$ cat config.mk
export PLATFORM = sky130hd
export DESIGN_NAME = spq_cell
export DESIGN_NICKNAME = d
export VERILOG_FILES = /design/src/sv/spq_pkg.sv /design/src/sv/spq_cell.sv
export SDC_FILE = /design/constraint.sdc
export NUM_CORES = 1
export LEC_CHECK = 0
export BUFFER_PORTS_ARGS = -buffer_cell sky130_fd_sc_hd__clkbuf_2
export CELL_PAD_IN_SITES_DETAIL_PLACEMENT = 0
export CELL_PAD_IN_SITES_GLOBAL_PLACEMENT = 1
export CORE_AREA = 5 5 95 97
export CTS_CLUSTER_SIZE = 20
export DETAILED_ROUTE_END_ITERATION = 16
export DIE_AREA = 0 0 100 102
export PLACE_DENSITY_LB_ADDON = 0.1
export SLEW_MARGIN = 20
export SYNTH_ARGS = -nofsm -noshare
export SYNTH_HDL_FRONTEND = slang
export SYNTH_SLANG_ARGS = --single-unit
$ cat constraint.sdc
create_clock -name clock -period 2.7 [get_ports clock]
set_input_delay 0.135 -clock clock [delete_from_list [all_inputs] [get_ports clock]]
set_output_delay 0.135 -clock clock [all_outputs]
set_load 0.01 [all_outputs]
$ cat src/sv/spq_pkg.sv
// Package for the sorted priority queue: word types of both channels,
// command and status codes, and the control word broadcast to the cells.
// No dependencies.
package spq_pkg;

   // Command codes of the request word.
   localparam logic CMD_ENQ = 1'b0;
   localparam logic CMD_DEQ = 1'b1;

   // Status codes of the response word.
   localparam logic [1:0] ST_OK    = 2'd0;
   localparam logic [1:0] ST_FULL  = 2'd1;
   localparam logic [1:0] ST_EMPTY = 2'd2;

   // Request word.
   typedef struct packed {
      logic               cmd;
      logic signed [31:0] data_in;
      logic        [7:0]  priority_req;
   } req_word_type;

   // Response word.
   typedef struct packed {
      logic        [1:0]  status;
      logic signed [31:0] data_out;
      logic        [7:0]  count;
      logic               is_empty;
      logic               is_full;
   } rsp_word_type;

   // Operation broadcast to every cell in the chain.
   typedef struct packed {
      logic enq;
      logic deq;
   } cell_ctrl_type;

endpackage

$ cat src/sv/spq_cell.sv
// One storage cell of the sorted chain: holds one entry and moves it
// toward either neighbor. Depends on spq_pkg.
module spq_cell #(
   parameter int DATA_BITS     = 32,
   parameter int PRIORITY_BITS = 8
) (
   input  logic                     clock,
   input  spq_pkg::cell_ctrl_type   ctrl,
   input  logic                     occupied,
   input  logic [DATA_BITS-1:0]     new_data,
   input  logic [PRIORITY_BITS-1:0] new_prio,
   input  logic                     left_keep,
   input  logic [DATA_BITS-1:0]     left_data,
   input  logic [PRIORITY_BITS-1:0] left_prio,
   input  logic [DATA_BITS-1:0]     right_data,
   input  logic [PRIORITY_BITS-1:0] right_prio,
   output logic                     keep,
   output logic [DATA_BITS-1:0]     data,
   output logic [PRIORITY_BITS-1:0] prio
);
   import spq_pkg::*;

   logic [DATA_BITS-1:0]     data_ff, data_in;
   logic [PRIORITY_BITS-1:0] prio_ff, prio_in;

   // A held entry of equal or higher priority stays ahead of a new one.
   assign keep = occupied && (prio_ff >= new_prio);

   // Choose between holding, taking the new entry, or shifting.
   always_comb begin
      data_in = data_ff;
      prio_in = prio_ff;
      if (ctrl.enq && !keep) begin
         if (left_keep) begin
            data_in = new_data;
            prio_in = new_prio;
         end else begin
            data_in = left_data;
            prio_in = left_prio;
         end
      end else if (ctrl.deq) begin
         data_in = right_data;
         prio_in = right_prio;
      end
   end

   always_ff @(posedge clock) begin
      data_ff <= data_in;
      prio_ff <= prio_in;
   end

   assign data = data_ff;
   assign prio = prio_ff;

endmodule

* Yosys cells after proc, flatten, opt, wreduce, memory -nomap -nowiden *
Cells that the tools add are included.

cells by class
  order comparisons = 1
  mux-type cells = 6
  reduce and logical (&&, ||, !) cells = 4

operators with widths
  operator                           number
  32-bit 2-to-1 mux                  3
  8-bit 2-to-1 mux                   3
  8-bit greater-or-equal comparator  1
  1-bit logical AND                  2
  2-bit nonzero test                 1
  1-bit zero test                    1

word-level totals
  register bits after elaboration = 40
  input bits = 125
  output and inout bits = 41
  logic and storage cells = 13

* Logic depth before layout (Yosys ltp) *
  word-level depth = 5
  mapped depth = 8
  mapped depth without buffers = 7

* Worst setup path after synthesis *
Ideal clock, no wire load.

  path kind = reg-to-reg
  start = register prio_ff[5] (netlist: prio[5])
  end = register data_ff[0] (netlist: data[0]), enable pin
  library setup time = 0.380 ns
  data arrival time = 2.180 ns
  data required time = 2.320 ns
  path slack = 0.140 ns
  stages on the path, launching flop included = 8
  path buffers = 1
  period minus slack after synthesis = 2.560 ns
  cells stage by stage = edfxtp_1 -> ha_1 -> a211o_1 -> a21oi_4 -> o2111ai_2 -> nand2_4 -> buf_12 -> or2_2

on the way
  cells in the longest elaborated chain, start to end = 5

ends and longest elaborated chain
  item                                 line            RTL
  start: declaration                   spq_cell.sv:24  logic [PRIORITY_BITS-1:0] prio_ff, prio_in;
  start signal: assignment             spq_cell.sv:49  prio_ff <= prio_in;
  8-bit greater-or-equal comparator    spq_cell.sv:27  assign keep = occupied && (prio_ff >= new_prio);
  1-bit logical AND                    spq_cell.sv:27
  1-bit zero test                      spq_cell.sv:33  if (ctrl.enq && !keep) begin
  1-bit logical AND                    spq_cell.sv:33
  2-bit nonzero test (no source line)  --
  end signal: assignment               spq_cell.sv:48  data_ff <= data_in;
  end: declaration                     spq_cell.sv:23  logic [DATA_BITS-1:0] data_ff, data_in;

Every way passes these cells.
A chain may end at the register's enable or synchronous reset.

* Worst setup path after layout *
  start = register prio_ff[5] (netlist: prio[5])
  end = register prio_ff[2] (netlist: prio[2]), data pin

on the way
  cells in the longest elaborated chain, start to end = 5

ends and longest elaborated chain
  item                               line
  8-bit greater-or-equal comparator  spq_cell.sv:27
  1-bit logical AND                  spq_cell.sv:27
  1-bit zero test                    spq_cell.sv:33
  1-bit logical AND                  spq_cell.sv:33
  8-bit 2-to-1 mux                   spq_cell.sv:33
  named net prio_in[2]               spq_cell.sv:24

The timed path passes the listed nets, and every way through them passes these cells.

==> impl_summary.md <==
Power and ir drop
The leakage power of the design is 1.817 nW. The share of power burned in the clock network is 0.178. The worst voltage drop across the vdd grid is 0.0002218 V. The sequential share of power is 0.430. For this design the total switching power over the nets is between 0.5 and 0.6 mW.

The internal portion of the total power is 1.487 mW. The proportion of power drawn by combinational gates is 0.392. The switching power as a share of total power is 0.2852. The power density normalized to cell area is 569.3 mW/mm2. The total power is 2.080 mW.

Floorplanning
The floorplan has 33 rows. The initial standard-cell utilization of the core is 0.3246. The floorplan step set the die height to 102 um.

In this run the count of I/O pins placed on the die edge is about 170. The die covers 0.01020 mm2. From left edge to right edge, the die measures 100 um.

The placeable core area is about 0.0081 mm2.

Clocking
Once the clock tree was built, the setup fixing pass inserted 0 buffers. CTS placed an instance of clkbuf_8 at the clock tree root. The longest clock path from root to sink contains 2 buffers. The worst-skew pair later-pin latency is 280 ps. CTS saw 40 sinks. In this run, CTS created clock tree buffers numbering 5. Clock-pin slew was measured on the worst setup and hold paths at 70 ps.

Gates resized during post-CTS repair numbered 0. The maximum level of the CTS H-tree is 2. The cts-stage hold buffer count is 0.

TritonCTS built the clock tree.

Synthesis
Of the post-synthesis cell area, the dominant cell type holds 0.4596. The area of the mapped netlist is 0.002614 mm2. The total number of yosys warnings is 0. The number of distinct library cells after synthesis is 20.

The synthesized design contains 40 register bits. Counting every net in the synthesized netlist gives 294. By area the synthesized netlist is led by edfxtp_1, mux2_4, mux2_2, ha_1, buf_12. After synthesis, the mean cell area works out to approximately 16 um2.

Of the synthesized area, sequential elements account for 0.4596. The synthesized netlist cell count is about 160. Summed over all instances, the cell type with the most area after synthesis is edfxtp_1.

Setup path
At the worst endpoint, the required time is 2740 ps. Data arrives at the worst endpoint at 2350 ps. The critical path class is register to register. The slack of the worst reg-to-reg path is 390 ps.

The worst setup path is captured at a register. Counting cells, the worst reg-to-reg path comes to 7. In this run the worst path has a maximum fanout of 20. The highest-delay cell along the critical path is edfxtp_1.

STA classifies the critical path startpoint as a register. Walking the worst path, the cells encountered are ha_1 -> a211o_1 -> a21oi_4 -> o2111ai_2 -> nand2_4 -> buf_12 -> mux2_4. On the worst path, the slowest cell contributes a delay of 390 ps.

Global route
The number of antenna violations at the first check in global routing was 0. The wire length of the first global-routing pass is 9.625 mm. Across every metal layer, demand over resource in global routing totals 0.1224. The total global routing overflow is 0. Entering global routing, the biggest net connects 23 pins. The via count of the first global-routing pass is just under 2000.

Timing
The clock tree skew after final layout is 4.527 ps. For the pin with the worst max-slew slack, the measured transition is 557.0 ps. For the final routed database, the setup TNS stands at 0 ps. Setup repair after global routing left no endpoint under its margin. The max-slew violation count is 0. The maximum clock rate is 432.1 MHz.

The portion of the clock cycle consumed by the worst path in the final layout is 0.8571. The minimum period implied by the final worst setup slack is around 2300 ps. The worst-case headroom to the max-slew limit is 0.6286. The number of setup violations in the final report is 0. The final count of hold timing violations is 0.

Routing
After detailed routing, the total wire length is 6.409 mm. The remaining number of nets flagged by the antenna check after routing is 0. For this run, the detailed router's first-pass iteration total came to 3. The number of violations reported at the end of detailed-routing iteration 0 is 29. For this run, design rule violations remaining after detail routing come to 0. The mean routed wirelength per cell is 14.73 um. Detailed routing inserted a total of ~1900 vias. The via-per-instance ratio is approximately 4.3.

Finish
The number of nets in the final layout is 463. The filler cells instantiated in the layout total between 700 and 800. The library cell used most frequently in the layout, excluding fill and tap cells, is clkbuf_2. The antenna diode instance count is 0. Of the cells placed in the final design, the portion with a size suffix greater than 1 is 0.7970. The library cells used most frequently in the layout, excluding fill and tap cells, are clkbuf_2, mux2_2, edfxtp_1.

The final cell count without fillers is 435. From synthesis to final layout, the design area changed by 39.78%.

Job
Across the run, the number of max-cap violations was 0.

Placed design
The last weighted congestion value of the routability-driven placer is between 0.7 and 0.8. The count of buffers added on input and output ports is 165. In this run, placement finished with an instance count of 428. The half-perimeter wire length of the detailed placement result is 5.312 mm.

Min path
The worst min-delay path category is input pin to register. The number of cells on the worst hold path is 2.

Status
The run finished with clean final reports.
## kinds of logic after synthesis
| family | share of synthesized area |
|---|---|
| multiplexers | 0.4007 |
| flip-flops | 0.4595 |
| buffers and inverters | 0.05074 |
| AO/OA/AOI/OAI | 0.03686 |
| adder cells (fa/ha/maj) | 0.03830 |
| AND/OR/NAND/NOR | 0.01388 |
## metal layers
layer	wire [um]	up-vias	share of wire	global-route usage
met5	0	-	0	0
met4	59	0	0.0092	0.03109
met3	682	6	0.11	0.04778
met2	3267	87	0.51	0.2170
met1	2398	838	0.37	0.1386
li1	-	948	-	-
## worst max-delay path, delay by kind of cell, from the launching register on
kind                       cells  cell delay (ps)
AOI/OAI and AO/OA              3              600
muxes                          1              320
buffers and inverters          1              230
and+or+nand+nor                1              220
DFF                            1              390
adders and majority gates      1              300
## area by class of cell
| type | count | area (um2) | area share |
|---|---|---|---|
| Clock inverter | 1 | 5.005 | 0.001370 |
| Tap cell | 105 | 131.4 | 0.03596 |
| Sequential cell | 40 | 1201 | 0.3288 |
| Inverter | 10 | 37.54 | 0.01027 |
| Timing Repair Buffer | 170 | 925.9 | 0.2534 |
| Multi-Input combinational cell | 103 | 1280 | 0.3503 |
| Clock buffer | 6 | 72.57 | 0.01986 |
## power groups by stage
| stage | registers, mW | logic [mW] | clock network [mW] |
|---|---|---|---|
| after global routing | 0.909 | 0.891 | 0.413 |
| after global placement | 0.905 | 0.836 | 0 |
| after CTS | 0.897 | 0.840 | 0.391 |
| after floorplan | 0.978 | 0.482 | 0 |
| final | 0.894 | 0.816 | 0.369 |
| after detailed placement | 0.909 | 0.838 | 0 |
## metrics by stage
step	setup WS [ps]	utilization	instance area (um2)	hold slack [ps]
floorplan	140.5	-	2614	353.0
global placement	374.5	0.4441	3576	437.2
detailed placement	357.8	0.4441	3576	439.6
CTS	338.0	0.4538	3654	133.1
global route	229.0	0.4538	3654	134.0
finish	385.8	0.4538	3654	147.5
## sequential cells by signal, indices dropped and copies added (netlist names)
signal,count
data,32
prio,8
## cell usage after synthesis
cell and n:
a211o_1 1, a211oi_2 2, a21oi_1 1, a21oi_4 1, and4_1 1, buf_12 4
clkbuf_1 4, edfxtp_1 40, ha_1 8, inv_1 10, mux2_2 41, mux2_4 39
nand2_4 1, nand2b_1 1, nor2_1 1, o2111ai_2 1, o21a_1 1, o21ai_0 2
o21ai_2 1, or2_2 1
## path summary, 6_finish.rpt
path	end	from
setup reg to reg	prio[2]$_DFFE_PP_	prio[5]$_DFFE_PP_
hold reg to reg	prio[6]$_DFFE_PP_	prio[3]$_DFFE_PP_
setup / recovery	prio[2]$_DFFE_PP_	prio[5]$_DFFE_PP_
hold / removal	data[10]$_DFFE_PP_	right_data[10]
Note: power is estimated with default switching activity, not from simulation.
